File: config.mk
export PLATFORM = sky130hd
export DESIGN_NAME = wsp_cell
export DESIGN_NICKNAME = d
export VERILOG_FILES = /design/src/hw/rtl/wsp_pkg.sv /design/src/hw/rtl/wsp_cell.sv
export SDC_FILE = /design/constraint.sdc
export NUM_CORES = 1
export LEC_CHECK = 0
export ABC_AREA = 1
export BUFFER_PORTS_ARGS = -buffer_cell sky130_fd_sc_hd__buf_2
export CORE_ASPECT_RATIO = 1.75
export CORE_MARGIN = 10
export CORE_UTILIZATION = 50
export DETAILED_ROUTE_END_ITERATION = 16
export HOLD_SLACK_MARGIN = 0.15
export PLACE_DENSITY = 0.81
export SYNTH_ARGS = -nofsm -noshare
export SYNTH_HDL_FRONTEND = slang
export SYNTH_SLANG_ARGS = --single-unit
export TNS_END_PERCENT = 20
File: constraint.sdc
create_clock -name clk -period 9.5 [get_ports clk]
set_input_delay 0.475 -clock clk [delete_from_list [all_inputs] [get_ports clk]]
set_output_delay 0.475 -clock clk [all_outputs]
set_load 0.02 [all_outputs]
File: src/hw/rtl/wsp_pkg.sv
package wsp_pkg;

  localparam int PASS_W = 48;
  localparam int TS_W = 24;
  localparam int WGT_W = 16;
  localparam int CH_W = 16;
  localparam int CNT_W = 7;
  localparam int SLOT_W = 6;
  localparam int DEF_NUM_SLOTS = 64;
  localparam logic [TS_W-1:0] TIME_SLICE_RST = TS_W'(10000000);
  localparam logic [PASS_W-1:0] MIN_PRIO_RST = PASS_W'(3);

  typedef enum logic [1:0] {
    ST_FREE = 2'd0,
    ST_RUNNABLE = 2'd1,
    ST_SLEEPING = 2'd2,
    ST_RUNNING = 2'd3
  } slot_st_t;

  typedef enum logic [2:0] {
    ACT_ALLOC = 3'd0,
    ACT_PICK = 3'd1,
    ACT_FINISH = 3'd2,
    ACT_WAKE = 3'd3,
    ACT_SETW = 3'd4
  } act_t;

  localparam logic [1:0] OC_RUN = 2'd0;
  localparam logic [1:0] OC_SLEEP = 2'd1;
  localparam logic [1:0] OC_FREE = 2'd2;

  localparam logic [1:0] RS_DONE = 2'd0;
  localparam logic [1:0] RS_NONE = 2'd1;
  localparam logic [1:0] RS_REFUSED = 2'd2;

  localparam logic CFG_TIME_SLICE = 1'b0;
  localparam logic CFG_MIN_PRIO = 1'b1;

  typedef enum logic [1:0] {
    SC_FREE = 2'd0,
    SC_RUNNABLE = 2'd1,
    SC_READ = 2'd2,
    SC_WAKE = 2'd3
  } scan_mode_t;

  typedef enum logic [2:0] {
    S_IDLE = 3'd0,
    S_SCAN1 = 3'd1,
    S_DIV = 3'd2,
    S_SCAN2 = 3'd3,
    S_RESULT = 3'd4
  } state_t;

  // token travelling down the row of cells
  typedef struct packed {
    logic live;
    logic found;
    logic [PASS_W-1:0] pass;
    logic [WGT_W-1:0] weight;
    logic [CNT_W-1:0] count;
  } carrier_t;

  // broadcast write to the addressed cell
  typedef struct packed {
    logic en;
    logic set_status;
    slot_st_t status;
    logic set_pass;
    logic [PASS_W-1:0] pass;
    logic set_weight;
    logic [WGT_W-1:0] weight;
    logic set_chan;
    logic [CH_W-1:0] chan;
  } wr_t;

endpackage

File: src/hw/rtl/wsp_cell.sv
module wsp_cell #(
  parameter int IDX_W = 6,
  parameter int IDX = 0
) (
  input  logic clk,
  input  logic rst,
  input  wsp_pkg::scan_mode_t mode,
  input  logic [IDX_W-1:0] rd_idx,
  input  logic [wsp_pkg::CH_W-1:0] wake_chan,
  input  logic [wsp_pkg::PASS_W-1:0] lowest,
  input  wsp_pkg::wr_t wr,
  input  logic [IDX_W-1:0] wr_idx,
  input  wsp_pkg::carrier_t chain_in,
  input  logic [IDX_W-1:0] idx_in,
  output wsp_pkg::carrier_t chain_out,
  output logic [IDX_W-1:0] idx_out
);
  import wsp_pkg::*;

  slot_st_t st;
  logic [PASS_W-1:0] pass;
  logic [WGT_W-1:0] weight;
  logic [CH_W-1:0] chan;

  logic mine_wr, mine_rd, wake_hit, take;
  carrier_t c_next;
  logic [IDX_W-1:0] i_next;

  assign mine_wr = wr.en && (wr_idx == IDX_W'(IDX));
  assign mine_rd = rd_idx == IDX_W'(IDX);
  assign wake_hit = chain_in.live && (mode == SC_WAKE) && (st == ST_SLEEPING) &&
                    (chan == wake_chan);

  // decide whether this cell takes over the token
  always_comb begin
    unique case (mode)
      SC_FREE: take = !chain_in.found && (st == ST_FREE);
      SC_RUNNABLE: take = (st == ST_RUNNABLE) &&
                          (!chain_in.found || (pass < chain_in.pass));
      SC_READ: take = mine_rd;
      default: take = 1'b0;
    endcase
  end

  always_comb begin
    c_next = chain_in;
    i_next = idx_in;
    if (take) begin
      c_next.found = 1'b1;
      c_next.pass = pass;
      c_next.weight = weight;
      i_next = IDX_W'(IDX);
    end
    if (wake_hit && (chain_in.count != {CNT_W{1'b1}})) begin
      c_next.count = chain_in.count + 1'b1;
    end
    if (!chain_in.live) begin
      c_next = '0;
      i_next = '0;
    end
  end

  // token stage
  always_ff @(posedge clk) begin
    if (rst) begin
      chain_out <= '0;
      idx_out <= '0;
    end else begin
      chain_out <= c_next;
      idx_out <= i_next;
    end
  end

  // slot status
  always_ff @(posedge clk) begin
    if (rst) begin
      st <= ST_FREE;
    end else if (wake_hit) begin
      st <= ST_RUNNABLE;
    end else if (mine_wr && wr.set_status) begin
      st <= wr.status;
    end
  end

  // slot payload
  always_ff @(posedge clk) begin
    if (wake_hit) begin
      pass <= lowest;
    end else if (mine_wr && wr.set_pass) begin
      pass <= wr.pass;
    end
    if (mine_wr && wr.set_weight) begin
      weight <= wr.weight;
    end
    if (mine_wr && wr.set_chan) begin
      chan <= wr.chan;
    end
  end

endmodule

==> out/results.tsv <==
metric	value	unit
CTS root buf	clkbuf_16	
Placed Area	9757	sq um
clk sinks	161	
Slew Limit Fails	0	
Starting Density	50.60	%
Residual DRC	0	
CTS tree	done	
WP data required	9830	ps
largest net degree at the start of global routing	90	
Cells after Synth	937	
fmax	0.3204	GHz
Avg Inst Size Synth	8.531	sq um
ys flop type	dfxtp_1	
Setup TNS Final	0	ps
outcome	completed	
Worst Clk Skew	14.41	ps
sequential cell area	4024	sq um
Async S/R FF share, synth	0	%
CTS-repair resized insts	0	
RSZ-0062 raised after global routing	false	
Post-Synthesis Net Count	1231	
Worst-Margin Slew	1205	ps
Syn. warnings	0	
CP Launch Type	flop	
top sig layer	met4	
First-pass DRT Iterations	5	
Max Root-Sink Buffers	2	
fillers	1292	
first-pass GRT wire length	36.38	mm
CTS Buf Count	17	
Hold Path Class	input pin to flop	
length of routed wiring on met1	7.728	mm
Iteration-0 DRC Markers	231	
Post-CTS Setup Bufs	0	
sequential cell area fraction in the yosys report	50.34	%
Vias/cell	4.847	
initial antenna violation count	3	
Mapped Area	7994	sq um
Worst setup EP type	flop	
synthesized flop and latch total	161	
GRT Overall Usage	21.67	%
WL met2	12.94	mm
power per cell area	156.9	nW/um^2
gpl congestion	0.8510	
Nets	1553	
Final min period	3121	ps
post-route cell area	10360	sq um
Antenna Violating Nets Remaining	0	
LEAKAGE	5.421	nW
# hold bufs at CTS	0	
setup violators final	0	
critical path fanouts, max	89	
total core area	15800	sq um
Worst slew margin	19.35	%
Setup WS pre-CTS	6196	ps
Worst-Skew Late Latency	430	ps
number of flops mapped to enable cells by yosys	80	
Ports	325	
post-route setup slack	6379	ps
H-tree depth	4	
footprint of the multi-input gates	3233	sq um
Max VDD drop	0.0001285	V
vias in the first global route	7602	
dpl hpwl	18.52	mm
routed wire length	23.49	mm
Hold Slack	215.7	ps
met3 wire len	2.010	mm
die extent in x	115.6	um
number of port buffers	324	
Tcrit/Tclk final	32.86	%
share of cells above drive strength 1	33.18	%
FP Rows	61	
die area	21640	sq um
DR vias	7101	
Area Overhead vs Synth	29.57	%
total gr overflow	0	
Clock Pin Slew Worst Setup and Hold Paths	70	ps
Routed WL per cell	16.04	um
Die Y	187.3	um
Critical Path AT	3450	ps
Max Cap Viol	0	
final hold viol count	0	
WS Path Type	flop to flop	
unique cell type count in the Yosys netlist	25	
## through the flow
stage	cells	total power [mW]	utilization, %
finish	1465	1.625	65.56
global route	1464	1.690	65.54
CTS	1461	1.637	65.49
detailed placement	1429	0.9526	61.76
global placement	1429	0.9473	61.76
floorplan	937	0.8619	-
## cells by family after synthesis
logic type | after synthesis | share of synthesized area [%]
compound gates | 41 | 2.676
xor+xnor | 10 | 1.096
fa+ha+maj | 48 | 7.513
buf+inv | 187 | 9.579
flops | 161 | 50.34
mux | 48 | 6.762
simple gates | 442 | 22.04
## layer usage
metal	global-route usage, %	vias to the layer above
met2	41.04	273
met3	7.354	54
met4	10.72	0
li1	-	3576
met5	0	-
met1	19.28	3198
## worst paths after layout
path         cells past startpoint                 start  slack (ps)                       end
max                             15    pass[15]$_DFFE_PP_        6380   chain_out[7]$_SDFF_PP0_
min                              1                wr[28]         220      weight[11]$_DFFE_PP_
max reg2reg                     15    pass[15]$_DFFE_PP_        6380   chain_out[7]$_SDFF_PP0_
min reg2reg                      4  weight[13]$_DFFE_PP_         540  chain_out[20]$_SDFF_PP0_
## final cells by class
cell class,count,area share [%]
sequential,161,38.85
multi-input combinational,589,31.22
timing repair buffer,329,16.02
inverter,161,5.835
clock buffer,20,4.518
tap,189,2.283
clock inverter,12,1.184
antenna,4,0.09664
## power breakdown
group          total (mW)  internal [mW]  leakage (nW)  switching (mW)
Combinational       0.187         0.0829          3.75           0.104
Sequential          0.750          0.745          1.38         0.00469
Clock               0.688          0.389         0.286           0.299
Total                1.62           1.22          5.42           0.408
## registers in the layout (all words and copies together), names as in the netlist
name	flops
chain_out	73
chan	16
idx_out	6
pass	48
st	2
weight	16
## worst max-delay path, stage by stage (launching register included)
cell and delay [ps]:
edfxtp_1 420, ha_1 310, nand2_1 90, inv_1 50, nand3_1 110, inv_1 80, a21oi_1 150, nand2_1 110
nand2_1 70, nand2_1 50, nand2_1 70, nand2_2 70, nand2_4 330, buf_4 730, nor2_1 80, nor2_1 240
## synthesized netlist by cell type, drive strengths merged (11+ instances only)
library cell / count / area [sq um]
buf: 19 / 135.1
nor4: 12 / 75.07
ha: 48 / 600.6
nand3: 11 / 55.05
mux2: 48 / 540.5
a21oi: 29 / 145.1
dfxtp: 81 / 1622
inv: 161 / 604.3
nor2: 170 / 638.1
nand2: 225 / 849.6
edfxtp: 80 / 2402
## placed cells by master, fill, tap and decap left out, types with 8 or more instances in the layout
| master | synthesis | layout |
|---|---|---|
| buf_2 | 12 | 324 |
| nand2_1 | 223 | 223 |
| nor2_1 | 170 | 169 |
| inv_1 | 161 | 161 |
| dfxtp_1 | 81 | 81 |
| edfxtp_1 | 80 | 80 |
| mux2_2 | 48 | 48 |
| ha_1 | 48 | 48 |
| a21oi_1 | 29 | 29 |
| clkbuf_16 | 0 | 18 |
| nor4_1 | 12 | 12 |
| nand3_1 | 11 | 10 |
| or2_2 | 9 | 9 |
| nand4_1 | 8 | 8 |
Note: power is estimated with default switching activity, not from simulation.
