[src/hw/rtl/wsp_pkg.sv]
package wsp_pkg;

  localparam int PASS_W = 48;
  localparam int TS_W = 24;
  localparam int WGT_W = 16;
  localparam int CH_W = 16;
  localparam int CNT_W = 7;
  localparam int SLOT_W = 6;
  localparam int DEF_NUM_SLOTS = 64;
  localparam logic [TS_W-1:0] TIME_SLICE_RST = TS_W'(10000000);
  localparam logic [PASS_W-1:0] MIN_PRIO_RST = PASS_W'(3);

  typedef enum logic [1:0] {
    ST_FREE = 2'd0,
    ST_RUNNABLE = 2'd1,
    ST_SLEEPING = 2'd2,
    ST_RUNNING = 2'd3
  } slot_st_t;

  typedef enum logic [2:0] {
    ACT_ALLOC = 3'd0,
    ACT_PICK = 3'd1,
    ACT_FINISH = 3'd2,
    ACT_WAKE = 3'd3,
    ACT_SETW = 3'd4
  } act_t;

  localparam logic [1:0] OC_RUN = 2'd0;
  localparam logic [1:0] OC_SLEEP = 2'd1;
  localparam logic [1:0] OC_FREE = 2'd2;

  localparam logic [1:0] RS_DONE = 2'd0;
  localparam logic [1:0] RS_NONE = 2'd1;
  localparam logic [1:0] RS_REFUSED = 2'd2;

  localparam logic CFG_TIME_SLICE = 1'b0;
  localparam logic CFG_MIN_PRIO = 1'b1;

  typedef enum logic [1:0] {
    SC_FREE = 2'd0,
    SC_RUNNABLE = 2'd1,
    SC_READ = 2'd2,
    SC_WAKE = 2'd3
  } scan_mode_t;

  typedef enum logic [2:0] {
    S_IDLE = 3'd0,
    S_SCAN1 = 3'd1,
    S_DIV = 3'd2,
    S_SCAN2 = 3'd3,
    S_RESULT = 3'd4
  } state_t;

  // token travelling down the row of cells
  typedef struct packed {
    logic live;
    logic found;
    logic [PASS_W-1:0] pass;
    logic [WGT_W-1:0] weight;
    logic [CNT_W-1:0] count;
  } carrier_t;

  // broadcast write to the addressed cell
  typedef struct packed {
    logic en;
    logic set_status;
    slot_st_t status;
    logic set_pass;
    logic [PASS_W-1:0] pass;
    logic set_weight;
    logic [WGT_W-1:0] weight;
    logic set_chan;
    logic [CH_W-1:0] chan;
  } wr_t;

endpackage

[src/hw/rtl/wsp_div.sv]
module wsp_div (
  input  logic clk,
  input  logic rst,
  input  logic start,
  input  logic [wsp_pkg::TS_W-1:0] dividend,
  input  logic [wsp_pkg::WGT_W-1:0] divisor,
  output logic done,
  output logic [wsp_pkg::TS_W-1:0] quotient
);
  import wsp_pkg::*;

  localparam int STEP_W = $clog2(TS_W);

  logic busy;
  logic [STEP_W-1:0] step;
  logic [WGT_W-1:0] rem, dvs;
  logic [WGT_W:0] trial, diff;
  logic ge;

  // one quotient bit per cycle, restoring
  assign trial = {rem, quotient[TS_W-1]};
  assign ge = trial >= {1'b0, dvs};
  assign diff = trial - {1'b0, dvs};

  always_ff @(posedge clk) begin
    if (rst) begin
      busy <= 1'b0;
      done <= 1'b0;
      step <= '0;
    end else begin
      done <= 1'b0;
      if (start) begin
        busy <= 1'b1;
        step <= '0;
      end else if (busy) begin
        step <= step + 1'b1;
        if (step == STEP_W'(TS_W - 1)) begin
          busy <= 1'b0;
          done <= 1'b1;
        end
      end
    end
  end

  always_ff @(posedge clk) begin
    if (start) begin
      quotient <= dividend;
      rem <= '0;
      dvs <= divisor;
    end else if (busy) begin
      rem <= ge ? diff[WGT_W-1:0] : trial[WGT_W-1:0];
      quotient <= {quotient[TS_W-2:0], ge};
    end
  end

endmodule

[config.mk]
export PLATFORM = sky130hd
export DESIGN_NAME = wsp_div
export DESIGN_NICKNAME = d
export VERILOG_FILES = /design/src/hw/rtl/wsp_pkg.sv /design/src/hw/rtl/wsp_div.sv
export SDC_FILE = /design/constraint.sdc
export NUM_CORES = 1
export LEC_CHECK = 0
export BUFFER_PORTS_ARGS = -buffer_cell sky130_fd_sc_hd__buf_4
export CORE_ASPECT_RATIO = 2
export CORE_MARGIN = 5
export CORE_UTILIZATION = 50
export DETAILED_ROUTE_END_ITERATION = 8
export GPL_ROUTABILITY_DRIVEN = 0
export GPL_TIMING_DRIVEN = 0
export HOLD_SLACK_MARGIN = 0.05
export PLACE_DENSITY = 0.74
export REMOVE_ABC_BUFFERS = 1
export SETUP_SLACK_MARGIN = 0.3
export SYNTH_ARGS = -nofsm -noshare
export SYNTH_HDL_FRONTEND = slang
export SYNTH_SLANG_ARGS = --single-unit
[constraint.sdc]
create_clock -name clk -period 5.7 [get_ports clk]
set_clock_uncertainty 0.05 [all_clocks]
set_input_delay 0.285 -clock clk [delete_from_list [all_inputs] [get_ports clk]]
set_output_delay 0.285 -clock clk [all_outputs]
set_load 0.02 [all_outputs]
==> summary.txt, run 1 <==
Status
  – Status: finished, final reports clean

Logic synthesis
  – Yosys top cell area share: 0.355
  – Mapped Avg Cell Area: 11.0 sq um
  – Netlist cell types: 48
  – Flops & latches, synth: 63
  – Yosys warnings: 0
  – Post-synth EDFFs: 40
  – Mapped cell area: between 3000 and 4000 sq um
  – Synth top area cells: edfxtp_1, dfxtp_1, mux2_2
  – Mapped Cells: a little over 300
  – Ys async rst share: 0
  – Sequential element share of the synthesized area: 0.492
  – Ys flop type: edfxtp_1
  – Synth area leader: edfxtp_1

STA
  – Max Clock Freq: 377 MHz
  – Worst Tran Pin Value: 0.773 ns
  – Setup TNS: 0 ns
  – Relative slew slack: 0.484
  – Fin crit share: 0.465
  – Final hold violations: 0
  – Tmin final: between 2 and 3 ns
  – RSZ-0062 raised after global routing: no
  – Final setup margin: ~3.0 ns
  – Final setup fails: 0
  – Worst hold slack: ~0.07 ns
  – Max-slew violation count: 0

Setup path
  – CP max FO: 13
  – Crit path DAT: between 2 and 3 ns
  – Startpoint Class: flip-flop
  – CP top delay family: compound AO/OA/AOI/OAI gates
  – Critical path class: flip-flop to flip-flop
  – WP buf/inv: 1
  – CP max-delay cell: a21o_2
  – CP peak stage delay: roughly 0.4 ns
  – Cell Chain, Critical Path: inv_1 > ha_1 > a21oi_1 > o21ai_0 > a31oi_1 > o221ai_2 > a21o_2 > mux2_2
  – CP Capture Type: flip-flop
  – Critical path data required time: around 5.7 ns

Placement
  – Port bufs: 67
  – Dpl hpwl: between 5 and 6 mm
  – Dpl cells: 446
  – Pre-CTS setup slack: slightly above 3 ns

Clock network
  – Clk buf depth: 2
  – Hold_buf cts: 0
  – Clk sinks: between 60 and 70
  – TritonCTS buffer count: 9
  – Post-CTS Resized: 0
  – Clock transition at path regs: 0.05 ns
  – Post-CTS Repair Setup Buffers: 0
  – Clock latency on the worst-skew pair: about 0.33 ns
  – H-tree levels: 3
  – CTS tree: yes
  – CTS root buffer: clkbuf_16

Flow run
  – Max-Cap Viols: 0

Route
  – Number of detailed-route iterations in the first pass: 4
  – DR vias: 2,506
  – DR iter-0 viols: 120
  – Antenna-violating nets left: 0
  – WL met3: roughly 430 um
  – Drt drc: 0
  – Final wirelength: 7.03 mm
  – Drt wl/cell: 15.2 um
  – Met1 WL: around 2.5 mm
  – Avg Vias per Cell: roughly 5.4
  – Met2 wire length: 3.77 mm
  – Highest Signal Layer: met4

Power
  – Total power: around 1300 uW
  – Reported leakage power: around 0.0017 uW
  – Power per Cell Area: 318 nW/um^2
  – Max IR drop VDD: 0.000273 V

Finish
  – Share of cells above drive strength 1: 0.307
  – Sequential Area: approximately 1700 sq um
  – Footprint of the multi-input gates: 1550 sq um
  – Commonest non-fill, non-tap cell in the layout: buf_4
  – Most frequent cells in the layout: buf_4, edfxtp_1, nor2_1
  – Layout area overhead: 23.7%
  – Ant. Diodes: 0
  – Fin cells: about 460
  – Layout Nets: 430
  – Fillers: 585

Floorplanning
  – Die Span Y: about 130 um
  – # IOs: around 70
  – Row count: between 40 and 50
  – Initial core utilization: 0.510
  – Die width: a little under 70 um
  – Core box area: about 6600 sq um
  – Die ar.: 8600 sq um

Global routing
  – Initial antenna violation count: 0
  – First-pass GRT wire length: between 10 and 15 mm
  – GRT overflow: 0
  – Largest net degree at the start of global routing: between 60 and 70
  – Vias in the first global route: ~2,700
  – Total track usage: 0.178

Worst hold path
  – Hold Crit Class: primary input to flip-flop
cells by family (layout without fill, tap and decap cells):
logic type,count (synthesis),in the layout,synth area share
compound gates,64,64,0.128
xor+xnor,15,15,0.0389
fa+ha+maj,18,18,0.0689
buf+inv,37,105,0.0489
flops,63,63,0.492
mux,34,34,0.110
simple gates,75,75,0.114
worst paths after layout:
| kind | startpoint | to | slack, ns | depth (start not counted) |
|---|---|---|---|---|
| setup / recovery | dvs[6] | quotient[0] | 3.05 | 8 |
| hold / removal | rst | busy | 0.07 | 2 |
| setup reg to reg | dvs[6] | quotient[0] | 3.05 | 8 |
| hold reg to reg | rem[8] | rem[9] | 0.45 | 2 |
cell usage after synthesis (all sizes together), types with 4 or more instances:
cell type / instances
a211oi: 11
a21o: 4
a21oi: 20
buf: 8
clkbuf: 7
dfxtp: 23
edfxtp: 40
ha: 17
inv: 22
mux2: 24
mux2i: 10
nand2: 19
nand2b: 6
nand4: 4
nor2: 27
o21ai: 7
xnor2: 7
xor2: 8
cell type report:
cell class / count / area share
inverter: 22 / 0.0198
clock inverter: 4 / 0.00539
clock buffer: 12 / 0.0590
timing repair buffer: 67 / 0.120
tap: 88 / 0.0263
multi-input combinational: 206 / 0.371
sequential: 63 / 0.398
layer usage:
metal  vias to the layer above  track usage
li1                       1241            -
met5                         -            0
met1                      1177        0.168
met3                        21       0.0651
met2                        67        0.312
met4                         0       0.0996
power breakdown:
group	switching, uW	internal (uW)	total, uW
Sequential	27.5	532	560
Combinational	152	130	282
Clock	186	303	490
Total	366	966	1330
stage by stage:
| step | utilization | instance area, sq um |
|---|---|---|
| 6_report | 0.631 | 4180 |
| 5_1_grt | 0.631 | 4180 |
| 4_1_cts | 0.631 | 4180 |
| 3_5_place_dp | 0.591 | 3910 |
| 3_3_place_gp | 0.591 | 3910 |
| 2_1_floorplan | - | 3300 |
flip-flops by register name, summed over array words and instances (netlist names):
signal,cells
quotient,24
dvs,16
rem,16
step,5
busy,1
done,1
No activity file was read; power rests on OpenSTA's default activity.
==> run 2: changes to the inputs <==
Clock period 5.7 ns to 2.65 ns, I/O delays scaled along.
==> summary.txt, run 2 (synthesis results as in run 1) <==
Finish
  – Share of cells above drive strength 1: 0.387
  – Largest regs: quotient x24, dvs x16, rem x16
  – Most flops, register: quotient
  – Most frequent cells in the layout: buf_4, edfxtp_1, dlygate4sd3_1
  – Layout area overhead: 47.4%
  – Ant. Diodes: 0
  – Fin cells: ~520
  – Largest register FFs: 24
  – Layout Nets: roughly 490
  – Commonest non-fill, non-tap cell in the layout: buf_4

Power
  – Max IR drop VDD: 0.000602 V
  – Reported leakage power: 0.00203 uW
  – Power per Cell Area: roughly 630 nW/um^2
  – Total power: approximately 3100 uW

Route
  – Antenna-violating nets left: 0
  – Avg Vias per Cell: 5.40
  – DR iter-0 viols: between 150 and 200
  – Drt drc: 0
  – DR vias: roughly 2,800
  – Number of detailed-route iterations in the first pass: 4
  – Drt wl/cell: approximately 17 um
  – Final wirelength: between 8 and 9 mm

Setup path
  – CP max-delay cell: or4b_1
  – Startpoint Class: flip-flop
  – Cell Chain, Critical Path: inv_1 > ha_4 > nand4_4 > or3_4 > o221ai_4 > a21oi_4 > or4b_1 > o311ai_2
  – CP peak stage delay: between 0.4 and 0.5 ns
  – Critical path data required time: about 2.8 ns
  – Critical path class: flip-flop to flip-flop
  – CP Capture Type: flip-flop
  – CP max FO: 5
  – Worst R2R Start: dvs[7]
  – CP startpoint: dvs[7]
  – Crit path DAT: roughly 2.5 ns

Global routing
  – First-pass GRT wire length: roughly 14 mm
  – Vias in the first global route: just under 3,000
  – Largest net degree at the start of global routing: 66
  – GRT overflow: 0
  – Initial antenna violation count: 0
  – Total track usage: 0.209

Clock network
  – Clk buf depth: 2
  – Clock transition at path regs: 0.05 ns
  – H-tree levels: 3
  – TritonCTS buffer count: 9
  – CTS tree: yes
  – CTS root buffer: clkbuf_16
  – Clk sinks: 63
  – Clock latency on the worst-skew pair: 0.33 ns

STA
  – Final setup fails: 0
  – Max-slew violation count: 0
  – Tmin final: around 2.3 ns
  – RSZ-0062 raised after global routing: yes
  – Worst Tran Pin Value: between 0.7 and 0.8 ns
  – Max Clock Freq: about 430 MHz
  – Relative slew slack: 0.474
  – Final hold violations: 0
  – Fin crit share: 0.884

Floorplanning
  – Die width: 68.1 um
  – Initial core utilization: 0.510
  – Core box area: approximately 6600 sq um
  – # IOs: 68
  – Die ar.: between 8000 and 9000 sq um
  – Die Span Y: about 130 um
  – Row count: 42

Placement
  – Dpl hpwl: roughly 5.1 mm
  – Dpl cells: roughly 450
  – Port bufs: between 60 and 70

Worst hold path
  – Hold Crit Class: primary input to flip-flop
  – HP Start: dividend[21]

Status
  – Status: finished, final reports clean

Flow run
  – Max-Cap Viols: 0
run 2: changes by cell type in the layout (fill, tap and decap cells not counted), sizes merged:
cell / delta
a21o: +1
dlygate4sd3: +37
buf: +19
run 2: worst paths after layout:
kind                                     end  slack, ns  cells after the start
worst max-delay path                  rem[1]       0.31                      8
worst min-delay path            quotient[21]       0.06                      2
worst max register to register        rem[1]       0.31                      8
worst min register to register        rem[4]       0.45                      2
run 2: layout make-up:
type	instances	area [sq um]
Clock buffer	12	246
Inverter	22	82.6
Sequential cell	63	1660
Timing Repair Buffer	123	1040
Clock inverter	4	22.5
Tap cell	88	110
Fill cell	465	1640
Multi-Input combinational cell	207	1820
run 2: what timing repair did:
action | in CTS | in global routing
gates resized for setup | 28 | 26
setup endpoints to repair | 41 | 17
hold buffers | 37 | 0
pin swaps | 9 | 11
hold endpoints to repair | 37 | 0
cloned | 1 | 0
setup buffers | 12 | 7
run 2: worst max-delay path, delay by kind of cell, from the launching register on:
kind,cells,cell delay (ns)
flops,1,0.31
compound gates,3,0.48
buf+inv,1,0.06
fa+ha+maj,1,0.30
simple gates,3,1.02
run 2: where the power goes:
| group | switching (uW) | internal, uW |
|---|---|---|
| combinational | 421 | 436 |
| sequential | 65.9 | 1150 |
| clock | 403 | 652 |
| total | 890 | 2230 |
run 2: per-layer routing:
metal | part of all wire | vias to the layer above | global-route usage
met2 | 0.55 | 84 | 0.379
met4 | 0.042 | 0 | 0.109
met1 | 0.35 | 1331 | 0.199
li1 | - | 1360 | -
met3 | 0.058 | 28 | 0.0615
met5 | 0 | - | 0
run 2: stage by stage:
| stage | instance area [sq um] | utilization | hold WS, ns | setup WS [ns] | setup TNS [ns] |
|---|---|---|---|---|---|
| final | 4980 | 0.752 | 0.0585 | 0.308 | 0 |
| after global routing | 4980 | 0.752 | 0.0620 | 0.201 | 0 |
| after CTS | 4820 | 0.728 | 0.0504 | 0.307 | 0 |
| after detailed placement | 3910 | 0.591 | 0.260 | -0.00124 | -0.00124 |
| after global placement | 3910 | 0.591 | 0.251 | 0.0143 | 0 |
| after floorplan | 3300 | - | 0.155 | 0.154 | 0 |
==> run 3: changes to the inputs <==
Settings changed: CELL_PAD_IN_SITES_DETAIL_PLACEMENT from default to 0, CELL_PAD_IN_SITES_GLOBAL_PLACEMENT from default to 1, CORE_UTILIZATION 50 to 43, PLACE_DENSITY 0.74 to default, PLACE_DENSITY_LB_ADDON from default to 0.1.
==> summary.txt, run 3 (synthesis results as in run 1) <==
Floorplanning
  – Die ar.: 9840 sq um
  – Initial core utilization: 0.441
  – Core box area: around 7700 sq um
  – Die Span Y: 135 um
  – Row count: 45
  – # IOs: 68
  – Die width: 72.7 um

Worst hold path
  – Hold Path Stages: 2
  – Hold Crit Class: primary input to flip-flop
  – Min-Delay Endpoint: quotient[3]
  – HP Start: dividend[3]

Global routing
  – Initial antenna violation count: 0
  – Largest net degree at the start of global routing: 66
  – GRT overflow: 0
  – First-pass GRT wire length: roughly 13 mm
  – Total track usage: 0.173
  – Vias in the first global route: ~2,900

STA
  – Worst Tran Pin Value: between 0.8 and 0.9 ns
  – Fin crit share: 0.895
  – Max-slew violation count: 0
  – Final setup fails: 0
  – Relative slew slack: 0.459
  – Worst hold slack: slightly above 0.06 ns
  – Max Clock Freq: roughly 420 MHz
  – Tmin final: about 2.4 ns
  – Setup TNS: 0 ns
  – RSZ-0062 raised after global routing: yes
  – Final hold violations: 0

Power
  – Power per Cell Area: just over 600 nW/um^2
  – Logic pwr share: 0.270
  – Reported leakage power: 0.00201 uW
  – Total power: 3060 uW
  – Clk network pwr share: 0.334
  – Sequential power share: 0.396
  – Max IR drop VDD: slightly above 0.0005 V
  – Switching part of the total: 0.284
  – Internal: 2190 uW
  – Switch Pwr: just under 900 uW

Setup path
  – R2r endpoint: rem[1]
  – Critical path class: flip-flop to flip-flop
  – Critical path data required time: between 2 and 3 ns
  – CP top delay family: simple AND/OR/NAND/NOR gates
  – Reg2reg setup slack: 0.28 ns
  – Cell Chain, Critical Path: inv_2 > ha_4 > nand4_4 > or3_4 > o221ai_4 > a21oi_4 > or4b_4 > o311ai_1
  – WP buf/inv: 1
  – R2R depth: 8
  – CP peak stage delay: 0.50 ns
  – CP Depth: 8
  – Startpoint Class: flip-flop
  – Worst R2R Start: dvs[8]
  – CP max-delay cell: or4b_4
  – CP startpoint: dvs[8]
  – CP Capture Type: flip-flop
  – CP max FO: 6
  – Crit path DAT: roughly 2.6 ns

Route
  – Antenna-violating nets left: 0
  – Drt wl/cell: between 15 and 20 um
  – Avg Vias per Cell: between 5 and 6
  – Drt drc: 0
  – Final wirelength: about 8.2 mm
  – DR vias: between 2,000 and 3,000
  – Number of detailed-route iterations in the first pass: 4
  – DR iter-0 viols: roughly 120

Finish
  – Most flops, register: quotient
  – Ant. Diodes: 0
  – Share of cells above drive strength 1: 0.394
  – Layout Nets: roughly 490
  – Final non-filler cell area: about 4900 sq um
  – Largest register FFs: 24
  – Most frequent cells in the layout: buf_4, edfxtp_1, dlygate4sd3_1
  – Largest regs: quotient x24, dvs x16, rem x16
  – Footprint of the multi-input gates: 1800 sq um
  – Layout area overhead: 45.9%
  – Sequential Area: ~1700 sq um
  – Final core occ: 0.644
  – Commonest non-fill, non-tap cell in the layout: buf_4
  – Fillers: roughly 680

Clock network
  – Clock latency on the worst-skew pair: 0.33 ns
  – H-tree levels: 3
  – TritonCTS buffer count: 9
  – Clock transition at path regs: about 0.050 ns
  – Clk sinks: between 60 and 70
  – CTS tree: yes
  – CTS root buffer: clkbuf_16
  – Clk buf depth: 2

Flow run
  – Max-Cap Viols: 0

Placement
  – Dpl hpwl: between 5 and 6 mm
  – Port bufs: between 60 and 70
  – Placed Instance Area: 3920 sq um

Status
  – Status: finished, final reports clean
-- run 3: worst max path at each step --
stage	end	slack [ns]
global route	rem[10]	0.19
finish	rem[1]	0.28
CTS	rem[12]	0.23
detailed placement	rem[9]	-0.11
floorplan	rem[12]	0.15
global placement	rem[10]	-0.05
-- run 3: stage by stage --
step                instances  worst slack [ns]
finish                    525             0.278
global route              525             0.188
CTS                       514             0.231
detailed placement        452            -0.113
global placement          452           -0.0481
floorplan                 291             0.154
-- run 3: area by class of cell --
type | count | area share
Multi-Input combinational cell | 207 | 0.365
Sequential cell | 63 | 0.337
Timing Repair Buffer | 123 | 0.205
Clock buffer | 11 | 0.0472
Tap cell | 94 | 0.0239
Inverter | 22 | 0.0168
Clock inverter | 5 | 0.00508
-- run 3: metal layers --
| metal | share of wire | global-route usage |
|---|---|---|
| met5 | 0 | 0 |
| met4 | 0.033 | 0.0934 |
| met3 | 0.055 | 0.0579 |
| met2 | 0.55 | 0.296 |
| met1 | 0.36 | 0.181 |
-- run 3: power groups by stage --
stage	registers, uW	clock network, uW	logic [uW]
after floorplan	1260	0	357
after global placement	1220	0	609
after detailed placement	1220	0	617
after CTS	1210	1060	762
after global routing	1220	1100	897
final	1210	1020	826
-- run 3: what timing repair did --
item	in CTS	in global routing
setup endpoints to repair	41	16
resized for setup	30	20
hold buffers	34	0
endpoints found under the hold margin	34	0
buffers inserted	12	10
gates cloned	0	1
pin swaps	10	20
